==> src/sv/ipm_pkg.sv <==
// Shared constants, codes and types of the isoparametric point mapper.
// Used by the channel interfaces and by every module of the block; no dependencies.
package ipm_pkg;

   localparam int COORD_WIDTH      = 32;
   localparam int REF_FRAC_BITS    = 16;
   localparam int REF_WIDTH        = REF_FRAC_BITS + 1;
   localparam int NUM_CORNERS      = 8;
   localparam int CORNER_IDX_WIDTH = $clog2(NUM_CORNERS);
   localparam int NUM_PAIRS        = 4;
   localparam int PAIR_IDX_WIDTH   = $clog2(NUM_PAIRS);
   localparam int NUM_AXES         = 3;
   localparam int AXIS_WIDTH       = 2;
   localparam int DIMS_WIDTH       = 2;
   localparam int ACTION_WIDTH     = 1;

   localparam int MUL_A_WIDTH = REF_WIDTH + 1;
   localparam int MUL_B_WIDTH = (COORD_WIDTH > REF_WIDTH) ? COORD_WIDTH : REF_WIDTH + 1;
   localparam int PROD_WIDTH  = MUL_A_WIDTH + MUL_B_WIDTH;
   localparam int ACC_WIDTH   = PROD_WIDTH + CORNER_IDX_WIDTH;
   localparam int SUM_WIDTH   = ACC_WIDTH - REF_FRAC_BITS;

   localparam int NUM_WEIGHT_STEPS = NUM_PAIRS + NUM_CORNERS;
   localparam int WSTEP_WIDTH      = $clog2(NUM_WEIGHT_STEPS);

   localparam logic [WSTEP_WIDTH-1:0] PAIR_LAST_STEP   = WSTEP_WIDTH'(NUM_PAIRS - 1);
   localparam logic [WSTEP_WIDTH-1:0] WEIGHT_LAST_STEP = WSTEP_WIDTH'(NUM_WEIGHT_STEPS - 1);

   localparam logic [REF_WIDTH-1:0] REF_ONE = {1'b1, {REF_FRAC_BITS{1'b0}}};

   localparam logic [ACTION_WIDTH-1:0] ACTION_LOAD = 1'b0;
   localparam logic [ACTION_WIDTH-1:0] ACTION_EVAL = 1'b1;

   localparam logic [DIMS_WIDTH-1:0] DIMS_NONE  = 2'd0;
   localparam logic [DIMS_WIDTH-1:0] DIMS_LINE  = 2'd1;
   localparam logic [DIMS_WIDTH-1:0] DIMS_QUAD  = 2'd2;
   localparam logic [DIMS_WIDTH-1:0] DIMS_HEX   = 2'd3;
   localparam logic [DIMS_WIDTH-1:0] DIMS_RESET = DIMS_HEX;

   localparam logic [AXIS_WIDTH-1:0] AXIS_X = 2'd0;
   localparam logic [AXIS_WIDTH-1:0] AXIS_Y = 2'd1;
   localparam logic [AXIS_WIDTH-1:0] AXIS_Z = 2'd2;

   typedef enum logic [1:0] {
      MAC_PAIR   = 2'd0,
      MAC_WEIGHT = 2'd1,
      MAC_BLEND  = 2'd2
   } mac_kind_type;

   typedef struct packed {
      logic                        issue;
      mac_kind_type                kind;
      logic [CORNER_IDX_WIDTH-1:0] slot;
      logic [AXIS_WIDTH-1:0]       axis;
      logic                        first;
      logic                        last;
   } mac_ctrl_type;

   typedef struct packed {
      logic                        valid;
      mac_kind_type                kind;
      logic [CORNER_IDX_WIDTH-1:0] slot;
      logic [REF_WIDTH-1:0]        value;
   } weight_wr_type;

   typedef struct packed {
      logic                          en;
      logic [CORNER_IDX_WIDTH-1:0]   index;
      logic signed [COORD_WIDTH-1:0] x;
      logic signed [COORD_WIDTH-1:0] y;
      logic signed [COORD_WIDTH-1:0] z;
   } corner_wr_type;

   typedef struct packed {
      logic signed [COORD_WIDTH-1:0] x;
      logic signed [COORD_WIDTH-1:0] y;
      logic signed [COORD_WIDTH-1:0] z;
   } coord_triple_type;

endpackage

==> src/sv/ipm_req_if.sv <==
// Request channel of the point mapper: valid, ready and one request word.
// Depends on ipm_pkg for the field widths.
interface ipm_req_if;
   import ipm_pkg::*;

   logic                          valid;
   logic                          ready;
   logic [ACTION_WIDTH-1:0]       action;
   logic [CORNER_IDX_WIDTH-1:0]   corner_index;
   logic signed [COORD_WIDTH-1:0] corner_x;
   logic signed [COORD_WIDTH-1:0] corner_y;
   logic signed [COORD_WIDTH-1:0] corner_z;
   logic [REF_WIDTH-1:0]          ref_u;
   logic [REF_WIDTH-1:0]          ref_v;
   logic [REF_WIDTH-1:0]          ref_w;

   modport source (
      output valid, action, corner_index, corner_x, corner_y, corner_z, ref_u, ref_v, ref_w,
      input  ready
   );

   modport sink (
      input  valid, action, corner_index, corner_x, corner_y, corner_z, ref_u, ref_v, ref_w,
      output ready
   );
endinterface

==> src/sv/ipm_rsp_if.sv <==
// Response channel of the point mapper: valid, ready and one mapped point word.
// Depends on ipm_pkg for the field widths.
interface ipm_rsp_if;
   import ipm_pkg::*;

   logic                          valid;
   logic                          ready;
   logic signed [COORD_WIDTH-1:0] pos_x;
   logic signed [COORD_WIDTH-1:0] pos_y;
   logic signed [COORD_WIDTH-1:0] pos_z;

   modport source (
      output valid, pos_x, pos_y, pos_z,
      input  ready
   );

   modport sink (
      input  valid, pos_x, pos_y, pos_z,
      output ready
   );
endinterface

==> src/sv/ipm_corner_store.sv <==
// Corner vertex store: eight corners of x, y and z, cleared by reset.
// One write port for loads and one read port selected by axis and corner; uses ipm_pkg.
module ipm_corner_store (
   input  logic                            clock,
   input  logic                            reset,
   input  ipm_pkg::corner_wr_type          wr,
   input  logic [ipm_pkg::AXIS_WIDTH-1:0]  rd_axis,
   input  logic [ipm_pkg::CORNER_IDX_WIDTH-1:0] rd_index,
   output logic signed [ipm_pkg::COORD_WIDTH-1:0] rd_data
);
   import ipm_pkg::*;

   logic signed [COORD_WIDTH-1:0] x_ff [NUM_CORNERS];
   logic signed [COORD_WIDTH-1:0] y_ff [NUM_CORNERS];
   logic signed [COORD_WIDTH-1:0] z_ff [NUM_CORNERS];

   always_ff @(posedge clock) begin
      if (reset) begin
         for (int i = 0; i < NUM_CORNERS; i++) begin
            x_ff[i] <= '0;
            y_ff[i] <= '0;
            z_ff[i] <= '0;
         end
      end else if (wr.en) begin
         x_ff[wr.index] <= wr.x;
         y_ff[wr.index] <= wr.y;
         z_ff[wr.index] <= wr.z;
      end
   end

   always_comb begin
      unique case (rd_axis)
         AXIS_X:  rd_data = x_ff[rd_index];
         AXIS_Y:  rd_data = y_ff[rd_index];
         AXIS_Z:  rd_data = z_ff[rd_index];
         default: rd_data = '0;
      endcase
   end
endmodule

==> src/sv/ipm_mac_unit.sv <==
// Shared multiply-accumulate unit: one registered multiplier that forms rounded
// weights and accumulates weighted corners with rounding and saturation. Uses ipm_pkg.
module ipm_mac_unit (
   input  logic                                     clock,
   input  logic                                     reset,
   input  ipm_pkg::mac_ctrl_type                    ctrl,
   input  logic signed [ipm_pkg::MUL_A_WIDTH-1:0]   op_a,
   input  logic signed [ipm_pkg::MUL_B_WIDTH-1:0]   op_b,
   output ipm_pkg::weight_wr_type                   weight_wr,
   output ipm_pkg::coord_triple_type                result
);
   import ipm_pkg::*;

   localparam logic signed [PROD_WIDTH-1:0] PROD_HALF = PROD_WIDTH'(1) << (REF_FRAC_BITS - 1);
   localparam logic signed [ACC_WIDTH-1:0]  ACC_HALF  = ACC_WIDTH'(1) << (REF_FRAC_BITS - 1);
   localparam logic signed [SUM_WIDTH-1:0]  SUM_TOP =
      $signed({{(SUM_WIDTH - COORD_WIDTH + 1){1'b0}}, {(COORD_WIDTH - 1){1'b1}}});
   localparam logic signed [SUM_WIDTH-1:0]  SUM_BOTTOM =
      $signed({{(SUM_WIDTH - COORD_WIDTH + 1){1'b1}}, {(COORD_WIDTH - 1){1'b0}}});

   mac_ctrl_type                  tag_ff;
   logic signed [PROD_WIDTH-1:0]  prod_ff;
   logic signed [PROD_WIDTH-1:0]  prod_in;
   logic signed [PROD_WIDTH-1:0]  prod_round;
   logic signed [ACC_WIDTH-1:0]   acc_ff;
   logic signed [ACC_WIDTH-1:0]   acc_in;
   logic signed [ACC_WIDTH-1:0]   acc_base;
   logic signed [SUM_WIDTH-1:0]   sum;
   logic signed [COORD_WIDTH-1:0] sat;
   coord_triple_type              result_ff;
   logic                          blend_valid;

   assign prod_in = op_a * op_b;

   always_ff @(posedge clock) begin
      if (reset) begin
         tag_ff <= '0;
      end else begin
         tag_ff <= ctrl;
      end
   end

   always_ff @(posedge clock) begin
      prod_ff <= prod_in;
   end

   assign prod_round = prod_ff + PROD_HALF;

   always_comb begin
      weight_wr.valid = tag_ff.issue && (tag_ff.kind != MAC_BLEND);
      weight_wr.kind  = tag_ff.kind;
      weight_wr.slot  = tag_ff.slot;
      weight_wr.value = prod_round[REF_FRAC_BITS +: REF_WIDTH];
   end

   assign blend_valid = tag_ff.issue && (tag_ff.kind == MAC_BLEND);
   assign acc_base    = tag_ff.first ? ACC_HALF : acc_ff;
   assign acc_in      = acc_base + ACC_WIDTH'(prod_ff);
   assign sum         = SUM_WIDTH'(acc_in >>> REF_FRAC_BITS);

   always_comb begin
      if (sum > SUM_TOP) begin
         sat = SUM_TOP[COORD_WIDTH-1:0];
      end else if (sum < SUM_BOTTOM) begin
         sat = SUM_BOTTOM[COORD_WIDTH-1:0];
      end else begin
         sat = sum[COORD_WIDTH-1:0];
      end
   end

   always_ff @(posedge clock) begin
      if (blend_valid) begin
         acc_ff <= acc_in;
         if (tag_ff.last) begin
            unique case (tag_ff.axis)
               AXIS_X:  result_ff.x <= sat;
               AXIS_Y:  result_ff.y <= sat;
               default: result_ff.z <= sat;
            endcase
         end
      end
   end

   assign result = result_ff;

   a_weight_in_range: assert property (@(posedge clock) disable iff (reset)
      weight_wr.valid |-> (weight_wr.value <= REF_ONE))
      else $error("rounded weight exceeds one");

   a_blend_first_follows_last: assert property (@(posedge clock) disable iff (reset)
      (blend_valid && tag_ff.last && ctrl.issue && (ctrl.kind == MAC_BLEND)) |-> ctrl.first)
      else $error("blend run started without first flag");

   a_tag_follows_ctrl: assert property (@(posedge clock) disable iff (reset)
      ctrl.issue |=> tag_ff.issue)
      else $error("issued operation lost in multiplier stage");
endmodule

==> src/sv/ipm_sequencer.sv <==
// Sequencer of the point mapper: accepts request words, holds the element
// dimension register, the reference point and the weights, drives the shared
// multiply-accumulate unit step by step and holds the response word. Uses ipm_pkg.
module ipm_sequencer (
   input  logic                                        clock,
   input  logic                                        reset,
   input  logic                                        csr_write_enable,
   input  logic [ipm_pkg::DIMS_WIDTH-1:0]              csr_write_data,
   ipm_req_if.sink                                     req_chan,
   ipm_rsp_if.source                                   rsp_chan,
   output ipm_pkg::corner_wr_type                      store_wr,
   output logic [ipm_pkg::AXIS_WIDTH-1:0]              rd_axis,
   output logic [ipm_pkg::CORNER_IDX_WIDTH-1:0]        rd_index,
   input  logic signed [ipm_pkg::COORD_WIDTH-1:0]      rd_data,
   output ipm_pkg::mac_ctrl_type                       mac_ctrl,
   output logic signed [ipm_pkg::MUL_A_WIDTH-1:0]      op_a,
   output logic signed [ipm_pkg::MUL_B_WIDTH-1:0]      op_b,
   input  ipm_pkg::weight_wr_type                      weight_wr,
   input  ipm_pkg::coord_triple_type                   mac_result
);
   import ipm_pkg::*;

   typedef enum logic [4:0] {
      ST_IDLE   = 5'b00001,
      ST_WEIGHT = 5'b00010,
      ST_BLEND  = 5'b00100,
      ST_DRAIN  = 5'b01000,
      ST_FINISH = 5'b10000
   } seq_state_type;

   seq_state_type                 state_ff, state_in;
   logic [WSTEP_WIDTH-1:0]        step_ff, step_in;
   logic [CORNER_IDX_WIDTH-1:0]   idx_ff, idx_in;
   logic [AXIS_WIDTH-1:0]         axis_ff, axis_in;
   logic [DIMS_WIDTH-1:0]         csr_dims_ff;
   logic [DIMS_WIDTH-1:0]         dims_ff;
   logic [DIMS_WIDTH-1:0]         dims_sel;
   logic [REF_WIDTH-1:0]          u_ff, v_ff, w_ff, ua_ff, va_ff, wa_ff;
   logic [REF_WIDTH-1:0]          u_clamp, v_clamp, w_clamp;
   logic [REF_WIDTH-1:0]          pair_ff [NUM_PAIRS];
   logic [REF_WIDTH-1:0]          wt_ff [NUM_CORNERS];
   logic                          rsp_valid_ff;
   coord_triple_type              rsp_ff;
   logic                          req_accept;
   logic                          eval_accept;
   logic                          out_free;
   logic                          rsp_load;
   logic                          is_pair_step;
   logic [CORNER_IDX_WIDTH-1:0]   weight_index;
   logic [WSTEP_WIDTH-1:0]        last_step;
   logic [CORNER_IDX_WIDTH-1:0]   last_index;
   logic                          blend_last;
   logic                          axis_last;
   logic [REF_WIDTH-1:0]          mul_a_ref;
   logic [REF_WIDTH-1:0]          mul_b_ref;
   logic [REF_WIDTH-1:0]          blend_weight;

   assign req_chan.ready = (state_ff == ST_IDLE);
   assign req_accept     = req_chan.valid && req_chan.ready;
   assign eval_accept    = req_accept && (req_chan.action == ACTION_EVAL);
   assign out_free       = !rsp_valid_ff || rsp_chan.ready;
   assign dims_sel       = (csr_dims_ff == DIMS_NONE) ? DIMS_LINE : csr_dims_ff;

   assign u_clamp = (req_chan.ref_u > REF_ONE) ? REF_ONE : req_chan.ref_u;
   assign v_clamp = (req_chan.ref_v > REF_ONE) ? REF_ONE : req_chan.ref_v;
   assign w_clamp = (req_chan.ref_w > REF_ONE) ? REF_ONE : req_chan.ref_w;

   always_comb begin
      store_wr.en    = req_accept && (req_chan.action == ACTION_LOAD);
      store_wr.index = req_chan.corner_index;
      store_wr.x     = req_chan.corner_x;
      store_wr.y     = req_chan.corner_y;
      store_wr.z     = req_chan.corner_z;
   end

   always_ff @(posedge clock) begin
      if (reset) begin
         csr_dims_ff <= DIMS_RESET;
      end else if (csr_write_enable) begin
         csr_dims_ff <= csr_write_data;
      end
   end

   always_ff @(posedge clock) begin
      if (eval_accept) begin
         dims_ff <= dims_sel;
         u_ff    <= u_clamp;
         v_ff    <= v_clamp;
         w_ff    <= w_clamp;
         ua_ff   <= REF_ONE - u_clamp;
         va_ff   <= REF_ONE - v_clamp;
         wa_ff   <= REF_ONE - w_clamp;
      end
      if (weight_wr.valid) begin
         if (weight_wr.kind == MAC_PAIR) begin
            pair_ff[weight_wr.slot[PAIR_IDX_WIDTH-1:0]] <= weight_wr.value;
         end else begin
            wt_ff[weight_wr.slot] <= weight_wr.value;
         end
      end
   end

   assign is_pair_step = (step_ff < WSTEP_WIDTH'(NUM_PAIRS));
   assign weight_index = CORNER_IDX_WIDTH'(step_ff - WSTEP_WIDTH'(NUM_PAIRS));
   assign last_step    = (dims_ff == DIMS_QUAD) ? PAIR_LAST_STEP : WEIGHT_LAST_STEP;
   assign axis_last    = (axis_ff == AXIS_WIDTH'(dims_ff - DIMS_WIDTH'(1)));

   always_comb begin
      unique case (dims_ff)
         DIMS_LINE: last_index = CORNER_IDX_WIDTH'(1);
         DIMS_QUAD: last_index = CORNER_IDX_WIDTH'(NUM_PAIRS - 1);
         default:   last_index = CORNER_IDX_WIDTH'(NUM_CORNERS - 1);
      endcase
   end

   assign blend_last = (idx_ff == last_index);

   always_comb begin
      unique case (dims_ff)
         DIMS_LINE: blend_weight = idx_ff[0] ? u_ff : ua_ff;
         DIMS_QUAD: blend_weight = pair_ff[idx_ff[PAIR_IDX_WIDTH-1:0]];
         default:   blend_weight = wt_ff[idx_ff];
      endcase
   end

   // Pair weights are (1-u)(1-v), u(1-v), uv, (1-u)v; corner weights scale
   // pair k by (1-w) for corners 0..3 and by w for corners 4..7.
   always_comb begin
      if (is_pair_step) begin
         mul_a_ref = (step_ff[0] ^ step_ff[1]) ? u_ff : ua_ff;
         mul_b_ref = step_ff[1] ? v_ff : va_ff;
      end else begin
         mul_a_ref = pair_ff[weight_index[PAIR_IDX_WIDTH-1:0]];
         mul_b_ref = weight_index[CORNER_IDX_WIDTH-1] ? w_ff : wa_ff;
      end
   end

   assign rd_axis  = axis_ff;
   assign rd_index = idx_ff;

   always_comb begin
      mac_ctrl = '0;
      op_a     = $signed({1'b0, mul_a_ref});
      op_b     = $signed({{(MUL_B_WIDTH - REF_WIDTH){1'b0}}, mul_b_ref});
      if (state_ff == ST_WEIGHT) begin
         mac_ctrl.issue = 1'b1;
         mac_ctrl.kind  = is_pair_step ? MAC_PAIR : MAC_WEIGHT;
         mac_ctrl.slot  = is_pair_step ? CORNER_IDX_WIDTH'(step_ff[PAIR_IDX_WIDTH-1:0])
                                       : weight_index;
      end else if (state_ff == ST_BLEND) begin
         mac_ctrl.issue = 1'b1;
         mac_ctrl.kind  = MAC_BLEND;
         mac_ctrl.slot  = idx_ff;
         mac_ctrl.axis  = axis_ff;
         mac_ctrl.first = (idx_ff == '0);
         mac_ctrl.last  = blend_last;
         op_a           = $signed({1'b0, blend_weight});
         op_b           = MUL_B_WIDTH'(rd_data);
      end
   end

   always_comb begin
      state_in = state_ff;
      step_in  = step_ff;
      idx_in   = idx_ff;
      axis_in  = axis_ff;
      rsp_load = 1'b0;
      unique case (state_ff)
         ST_IDLE: begin
            if (eval_accept) begin
               step_in  = '0;
               idx_in   = '0;
               axis_in  = AXIS_X;
               state_in = (dims_sel == DIMS_LINE) ? ST_BLEND : ST_WEIGHT;
            end
         end
         ST_WEIGHT: begin
            step_in = step_ff + WSTEP_WIDTH'(1);
            if (step_ff == last_step) begin
               state_in = ST_BLEND;
            end
         end
         ST_BLEND: begin
            if (blend_last) begin
               idx_in = '0;
               if (axis_last) begin
                  state_in = ST_DRAIN;
               end else begin
                  axis_in = axis_ff + AXIS_WIDTH'(1);
               end
            end else begin
               idx_in = idx_ff + CORNER_IDX_WIDTH'(1);
            end
         end
         ST_DRAIN: begin
            state_in = ST_FINISH;
         end
         ST_FINISH: begin
            if (out_free) begin
               rsp_load = 1'b1;
               state_in = ST_IDLE;
            end
         end
         default: begin
            state_in = ST_IDLE;
         end
      endcase
   end

   always_ff @(posedge clock) begin
      if (reset) begin
         state_ff <= ST_IDLE;
         step_ff  <= '0;
         idx_ff   <= '0;
         axis_ff  <= AXIS_X;
      end else begin
         state_ff <= state_in;
         step_ff  <= step_in;
         idx_ff   <= idx_in;
         axis_ff  <= axis_in;
      end
   end

   always_ff @(posedge clock) begin
      if (reset) begin
         rsp_valid_ff <= 1'b0;
      end else if (rsp_load) begin
         rsp_valid_ff <= 1'b1;
      end else if (rsp_chan.ready) begin
         rsp_valid_ff <= 1'b0;
      end
   end

   always_ff @(posedge clock) begin
      if (rsp_load) begin
         rsp_ff.x <= mac_result.x;
         rsp_ff.y <= (dims_ff == DIMS_LINE) ? '0 : mac_result.y;
         rsp_ff.z <= (dims_ff == DIMS_HEX) ? mac_result.z : '0;
      end
   end

   assign rsp_chan.valid = rsp_valid_ff;
   assign rsp_chan.pos_x = rsp_ff.x;
   assign rsp_chan.pos_y = rsp_ff.y;
   assign rsp_chan.pos_z = rsp_ff.z;

   a_eval_leaves_idle: assert property (@(posedge clock) disable iff (reset)
      eval_accept |=> (state_ff != ST_IDLE))
      else $error("evaluate word accepted but sequencer stayed idle");

   a_drain_after_last_blend: assert property (@(posedge clock) disable iff (reset)
      (state_ff == ST_DRAIN) |-> $past(mac_ctrl.issue && mac_ctrl.last && axis_last))
      else $error("drain entered without final accumulation");

   a_finish_loads_output: assert property (@(posedge clock) disable iff (reset)
      ((state_ff == ST_FINISH) && out_free) |=> (rsp_valid_ff && (state_ff == ST_IDLE)))
      else $error("finished point not presented on the response channel");

   a_no_issue_when_idle: assert property (@(posedge clock) disable iff (reset)
      ((state_ff == ST_IDLE) || (state_ff == ST_FINISH)) |-> !mac_ctrl.issue)
      else $error("multiplier issued outside a compute state");
endmodule

==> src/sv/isoparametric_point_mapper_unit.sv <==
// Top level of the isoparametric point mapper; instantiates the corner store,
// the shared multiply-accumulate unit and the sequencer. Uses ipm_pkg and the channel interfaces.
//
// A load word writes one corner. An evaluate word maps (u, v, w) to a physical point
// with one shared 18 x 32 bit multiplier that first forms the rounded shape weights and
// then accumulates one weighted corner per cycle for each axis. An evaluate takes 12
// weight steps and 24 accumulate steps for a hexahedron, 4 and 8 for a quadrilateral
// and 2 accumulate steps for a line, then a drain state and an output state that waits
// until the previous response has been taken. The request channel is not ready until
// the evaluate is done.
// The element dimension register may be written only while the block is idle.
module isoparametric_point_mapper_unit (
   input  logic                            clock,
   input  logic                            reset,
   input  logic                            csr_write_enable,
   input  logic [ipm_pkg::DIMS_WIDTH-1:0]  csr_write_data,
   ipm_req_if.sink                         req_chan,
   ipm_rsp_if.source                       rsp_chan
);
   import ipm_pkg::*;

   corner_wr_type                 store_wr;
   logic [AXIS_WIDTH-1:0]         rd_axis;
   logic [CORNER_IDX_WIDTH-1:0]   rd_index;
   logic signed [COORD_WIDTH-1:0] rd_data;
   mac_ctrl_type                  mac_ctrl;
   logic signed [MUL_A_WIDTH-1:0] op_a;
   logic signed [MUL_B_WIDTH-1:0] op_b;
   weight_wr_type                 weight_wr;
   coord_triple_type              mac_result;

   ipm_corner_store u_store (
      .clock    (clock),
      .reset    (reset),
      .wr       (store_wr),
      .rd_axis  (rd_axis),
      .rd_index (rd_index),
      .rd_data  (rd_data)
   );

   ipm_mac_unit u_mac (
      .clock     (clock),
      .reset     (reset),
      .ctrl      (mac_ctrl),
      .op_a      (op_a),
      .op_b      (op_b),
      .weight_wr (weight_wr),
      .result    (mac_result)
   );

   ipm_sequencer u_seq (
      .clock            (clock),
      .reset            (reset),
      .csr_write_enable (csr_write_enable),
      .csr_write_data   (csr_write_data),
      .req_chan         (req_chan),
      .rsp_chan         (rsp_chan),
      .store_wr         (store_wr),
      .rd_axis          (rd_axis),
      .rd_index         (rd_index),
      .rd_data          (rd_data),
      .mac_ctrl         (mac_ctrl),
      .op_a             (op_a),
      .op_b             (op_b),
      .weight_wr        (weight_wr),
      .mac_result       (mac_result)
   );
endmodule
==> src/flat_wrapper.sv <==
// flat-port wrapper written by rule: the top's interface ports become plain ports
module isoparametric_point_mapper_unit_flat import ipm_pkg::*;
  (clock, reset, csr_write_enable, csr_write_data, req_chan_valid, req_chan_action, req_chan_corner_index, req_chan_corner_x, req_chan_corner_y, req_chan_corner_z, req_chan_ref_u, req_chan_ref_v, req_chan_ref_w, req_chan_ready, rsp_chan_valid, rsp_chan_pos_x, rsp_chan_pos_y, rsp_chan_pos_z, rsp_chan_ready);
  ipm_req_if req_chan_i ();
  ipm_rsp_if rsp_chan_i ();
  input  logic clock;
  input  logic reset;
  input  logic csr_write_enable;
  input  logic [ipm_pkg::DIMS_WIDTH-1:0] csr_write_data;
  input wire logic [$bits(req_chan_i.valid)-1:0] req_chan_valid;
  input wire logic [$bits(req_chan_i.action)-1:0] req_chan_action;
  input wire logic [$bits(req_chan_i.corner_index)-1:0] req_chan_corner_index;
  input wire logic [$bits(req_chan_i.corner_x)-1:0] req_chan_corner_x;
  input wire logic [$bits(req_chan_i.corner_y)-1:0] req_chan_corner_y;
  input wire logic [$bits(req_chan_i.corner_z)-1:0] req_chan_corner_z;
  input wire logic [$bits(req_chan_i.ref_u)-1:0] req_chan_ref_u;
  input wire logic [$bits(req_chan_i.ref_v)-1:0] req_chan_ref_v;
  input wire logic [$bits(req_chan_i.ref_w)-1:0] req_chan_ref_w;
  output wire logic [$bits(req_chan_i.ready)-1:0] req_chan_ready;
  output wire logic [$bits(rsp_chan_i.valid)-1:0] rsp_chan_valid;
  output wire logic [$bits(rsp_chan_i.pos_x)-1:0] rsp_chan_pos_x;
  output wire logic [$bits(rsp_chan_i.pos_y)-1:0] rsp_chan_pos_y;
  output wire logic [$bits(rsp_chan_i.pos_z)-1:0] rsp_chan_pos_z;
  input wire logic [$bits(rsp_chan_i.ready)-1:0] rsp_chan_ready;
  assign req_chan_i.valid = req_chan_valid;
  assign req_chan_i.action = req_chan_action;
  assign req_chan_i.corner_index = req_chan_corner_index;
  assign req_chan_i.corner_x = req_chan_corner_x;
  assign req_chan_i.corner_y = req_chan_corner_y;
  assign req_chan_i.corner_z = req_chan_corner_z;
  assign req_chan_i.ref_u = req_chan_ref_u;
  assign req_chan_i.ref_v = req_chan_ref_v;
  assign req_chan_i.ref_w = req_chan_ref_w;
  assign req_chan_ready = req_chan_i.ready;
  assign rsp_chan_valid = rsp_chan_i.valid;
  assign rsp_chan_pos_x = rsp_chan_i.pos_x;
  assign rsp_chan_pos_y = rsp_chan_i.pos_y;
  assign rsp_chan_pos_z = rsp_chan_i.pos_z;
  assign rsp_chan_i.ready = rsp_chan_ready;
  isoparametric_point_mapper_unit u_core (.clock(clock), .reset(reset), .csr_write_enable(csr_write_enable), .csr_write_data(csr_write_data), .req_chan(req_chan_i), .rsp_chan(rsp_chan_i));
endmodule
==> config.mk <==
export PLATFORM = sky130hd
export DESIGN_NAME = isoparametric_point_mapper_unit_flat
export DESIGN_NICKNAME = d
export VERILOG_FILES = /design/src/sv/ipm_pkg.sv /design/src/sv/ipm_req_if.sv /design/src/sv/ipm_rsp_if.sv /design/src/sv/ipm_corner_store.sv /design/src/sv/ipm_mac_unit.sv /design/src/sv/ipm_sequencer.sv /design/src/sv/isoparametric_point_mapper_unit.sv /design/src/flat_wrapper.sv
export SDC_FILE = /design/constraint.sdc
export NUM_CORES = 2
export LEC_CHECK = 0
export ABC_AREA = 1
export BUFFER_PORTS_ARGS = -buffer_cell sky130_fd_sc_hd__buf_2
export CORE_MARGIN = 3
export CORE_UTILIZATION = 25
export DETAILED_ROUTE_END_ITERATION = 6
export PLACE_DENSITY = 0.48
export SETUP_SLACK_MARGIN = 0.3
export SLEW_MARGIN = 20
export SYNTH_ARGS = -nofsm -noshare
export SYNTH_HDL_FRONTEND = slang
export SYNTH_HIERARCHICAL = 1
export SYNTH_SLANG_ARGS = --single-unit
==> constraint.sdc <==
create_clock -name clock -period 12.3 [get_ports clock]
set_clock_uncertainty 0.05 [all_clocks]
set_input_delay 3.075 -clock clock [delete_from_list [all_inputs] [get_ports clock]]
set_output_delay 3.075 -clock clock [all_outputs]
set_load 0.01 [all_outputs]
==> summary.md <==
| Metric | Value |
|---|---|
| CP required | `12.99 ns` |
| Core Footprint | `0.347 mm^2` |
| Number of synthesized flops with an enable pin | `roughly 1300` |
| Worst r2r src | `u_core/u_seq/rd_index[0]$_SDFFE_PP0P_` |
| Layout cell share with drive strength beyond 1 | `approximately 7.8%` |
| Global Route Usage Sum | `15.7%` |
| Synthesized area per cell | `8.91 um^2` |
| Setup TNS Final | `0 ns` |
| Crit-path slowest cell | `a41oi_2` |
| Post-synthesis register bit count | `1398` |
| Max-slew violations | `0` |
| Worst path max stage delay | `0.90 ns` |
| Hold depth | `0` |
| Number of vias per cell | `4.41` |
| Synthesized area | `roughly 0.087 mm^2` |
| Slew HR | `~18%` |
| Fin crit period | `9.23 ns` |
| Register-to-Register Path Depth | `30` |
| Worst Max-Slew Pin Slew | `1.22 ns` |
| Worst Path Arrival | `9.92 ns` |
| First-pass GRT wire length | `423 mm` |
| Post-CTS setup buffer count | `0` |
| Startpoint Class | `flip-flop` |
| Unrepaired setup endpoints after global routing | `no` |
| Buffers on Ports | `255` |
| R2R Setup Slk | `roughly 3.1 ns` |
| Register area share after synthesis | `47.2%` |
| DP HPWL | `186 mm` |
| Post-synth ARST share | `0%` |
| Die area | `0.356 mm^2` |
| Status | `completed` |
| P&R area growth vs syn | `12.9%` |
| HP Start | `u_core/u_mac/result[71]$_DFFE_PP_` |
| Synth Warn # | `6` |
| Top-Level Pins | `between 200 and 300` |
| Synth Flop Type | `edfxtp_1` |
| CTS Buf Count | `168` |
| RR Endpoint | `u_core/u_mac/prod_ff[46]$_DFF_P_` |
| RePlAce Congestion | `0.879` |
| Clk_lat worst skew | `0.92 ns` |
| Layout Nets | `10700` |
| Num rows | `216` |
| Post-CTS Hold Buffers | `0` |
| Chip Height | `597 um` |
| GRT overflow | `0` |
| Max-cap violations | `0` |
| DR pass1 iterations | `6` |
| Post_cts resized | `0` |
| Clock Sinks | `1398` |
| Root buffer cell | `clkbuf_16` |
| Number of antenna violations at the first check in global routing | `31` |
| Number of global-route vias before repair | `63900` |
| Starting Density | `around a quarter` |
| Hold EP | `u_core/u_seq/rsp_chan.pos_x[7]$_DFFE_PP_` |
| Final Hold Fails | `0` |
| Fmax | `approximately 110 MHz` |
| Routed WL per cell | `about 20 um` |
| Max Root-Sink Buffers | `4` |
| CTS tree | `done` |
| Post-route ant nets | `0` |
| # H-tree levels | `4` |
| Die Width | `roughly 600 um` |
| Vias | `64000` |
| Syn_nets | `10700` |
| Drt initial violations | `about 5100` |
| Largest net degree at the start of global routing | `131` |
| Yosys cell types | `between 50 and 60` |
| Crit. End Element | `flip-flop` |
| Setup violations, final | `0` |
| Worst Path Max Fanout | `115` |
| Worst hold path type | `reg2reg` |
| CP Class | `reg2reg` |
| Final worst-path cycle share | `75.1%` |
| Reg clk slew, reported paths | `0.06 ns` |
| # DRC | `0` |
| Routed wire length | `~280 mm` |
| Gate Count Post-Synth | `9782` |
metal layers:
metal	routed length [um]	vias up	global-route usage [%]	part of all wire (%)
li1	-	30300	-	-
met1	133000	31600	22.4	47
met2	130000	1715	25.4	46
met3	14200	365	1.75	5.0
met4	6520	6	3.81	2.3
met5	38	-	0	0.013
registers in the layout, summed over array words and instances, names as in the netlist, 50 cells and up, named ones only:
name / flops
u_core/u_mac/acc_ff: 53
u_core/u_store/x_ff: 256
u_core/u_store/z_ff: 256
u_core/u_mac/result: 96
u_core/u_seq/pair_ff: 68
u_core/u_store/y_ff: 256
u_core/u_seq/wt_ff: 136
u_core/u_mac/prod_ff: 50
through the flow:
| step | hold slack, ns | setup WS, ns | std cells | cell area (um^2) | util (%) |
|---|---|---|---|---|---|
| 2_1_floorplan | 0.350 | 3.36 | 9782 | 87200 | - |
| 3_3_place_gp | 0.351 | 2.97 | 14200 | 93000 | 26.8 |
| 3_5_place_dp | 0.355 | 3.12 | 14200 | 93000 | 26.8 |
| 4_1_cts | 0.369 | 3.07 | 14500 | 98300 | 28.4 |
| 5_1_grt | 0.377 | 2.68 | 14500 | 98400 | 28.4 |
| 6_report | 0.367 | 3.07 | 14500 | 98400 | 28.4 |
cells in the final DEF (no fill, tap or decap), types with 41 or more instances in the layout:
| cell | n |
|---|---|
| buf_4 | 136 |
| clkbuf_16 | 170 |
| xnor2_1 | 41 |
| nand2_1 | 2281 |
| o21ai_0 | 246 |
| fa_1 | 554 |
| inv_1 | 1856 |
| xor2_1 | 93 |
| buf_2 | 255 |
| edfxtp_1 | 1318 |
| nor2_1 | 1288 |
| a21oi_1 | 183 |
| ha_1 | 182 |
| nand3_1 | 734 |
| dfxtp_1 | 74 |
worst max-delay path: cells and delay by family, from the launching register on:
family,cells,cell delay [ns]
adders and majority gates,7,3.43
xor gates and xnor gates,1,0.15
DFF,1,0.45
and+or+nand+nor,15,2.82
buffers and inverters,6,1.17
AOI/OAI and AO/OA,1,0.90
cell families (layout without fill, tap and decap cells):
family,Yosys count,in the layout,share of synthesized area [%]
multiplexers,16,16,0.184
adder cells (fa/ha/maj),737,737,15.3
XOR/XNOR,135,135,1.36
AO/OA/AOI/OAI,604,604,3.96
other,1,7,0.00430
AND/OR/NAND/NOR,4444,4444,20.6
buffers and inverters,2447,2572,11.3
flip-flops,1398,1398,47.2
synth_stat cells, drive strengths merged (16+ instances only):
cell type / count / area, um^2
o221ai: 35 / 307
dfxtp: 80 / 1600
edfxtp: 1318 / 39600
fa: 554 / 11100
o21bai: 16 / 120
nand2: 2313 / 8750
xnor2: 41 / 359
nor2: 1320 / 5050
o21ai: 255 / 1280
ha: 183 / 2290
buf: 301 / 1810
a41oi: 16 / 140
nand3: 739 / 3720
clkbuf: 272 / 1020
o211ai: 38 / 285
mux2i: 16 / 160
nor3: 26 / 145
a21oi: 200 / 1000
inv: 1868 / 7010
nand4: 24 / 150
xor2: 94 / 823
worst max-delay path by stage:
stage | from | end | slack (ns) | cells past startpoint
floorplan | rsp_chan_ready | u_core/u_seq/rsp_chan.pos_x[0]$_DFFE_PP_ | 3.36 | 2
global route | u_core/u_seq/rd_index[0]$_SDFFE_PP0P_ | u_core/u_mac/prod_ff[46]$_DFF_P_ | 2.68 | 30
CTS | u_core/u_seq/rd_index[0]$_SDFFE_PP0P_ | u_core/u_mac/prod_ff[46]$_DFF_P_ | 3.07 | 30
detailed placement | u_core/u_seq/rd_index[0]$_SDFFE_PP0P_ | u_core/u_mac/prod_ff[46]$_DFF_P_ | 3.12 | 30
global placement | u_core/u_seq/rd_index[0]$_SDFFE_PP0P_ | u_core/u_mac/prod_ff[46]$_DFF_P_ | 2.97 | 30
finish | u_core/u_seq/rd_index[0]$_SDFFE_PP0P_ | u_core/u_mac/prod_ff[46]$_DFF_P_ | 3.07 | 30
final cells by class:
type                            count  area, um^2
Multi-Input combinational cell   5937       36600
Inverter                         1874        7060
Clock inverter                     96         913
Tap cell                         4578        5730
Sequential cell                  1398       41200
Fill cell                       36800      248000
Timing Repair Buffer              399        2460
Antenna cell                        6        15.0
Clock buffer                      203        4390
Power is left out: the tool's default activity adds up to more than one toggle a clock period on the data nets, which glitch-free logic cannot reach.
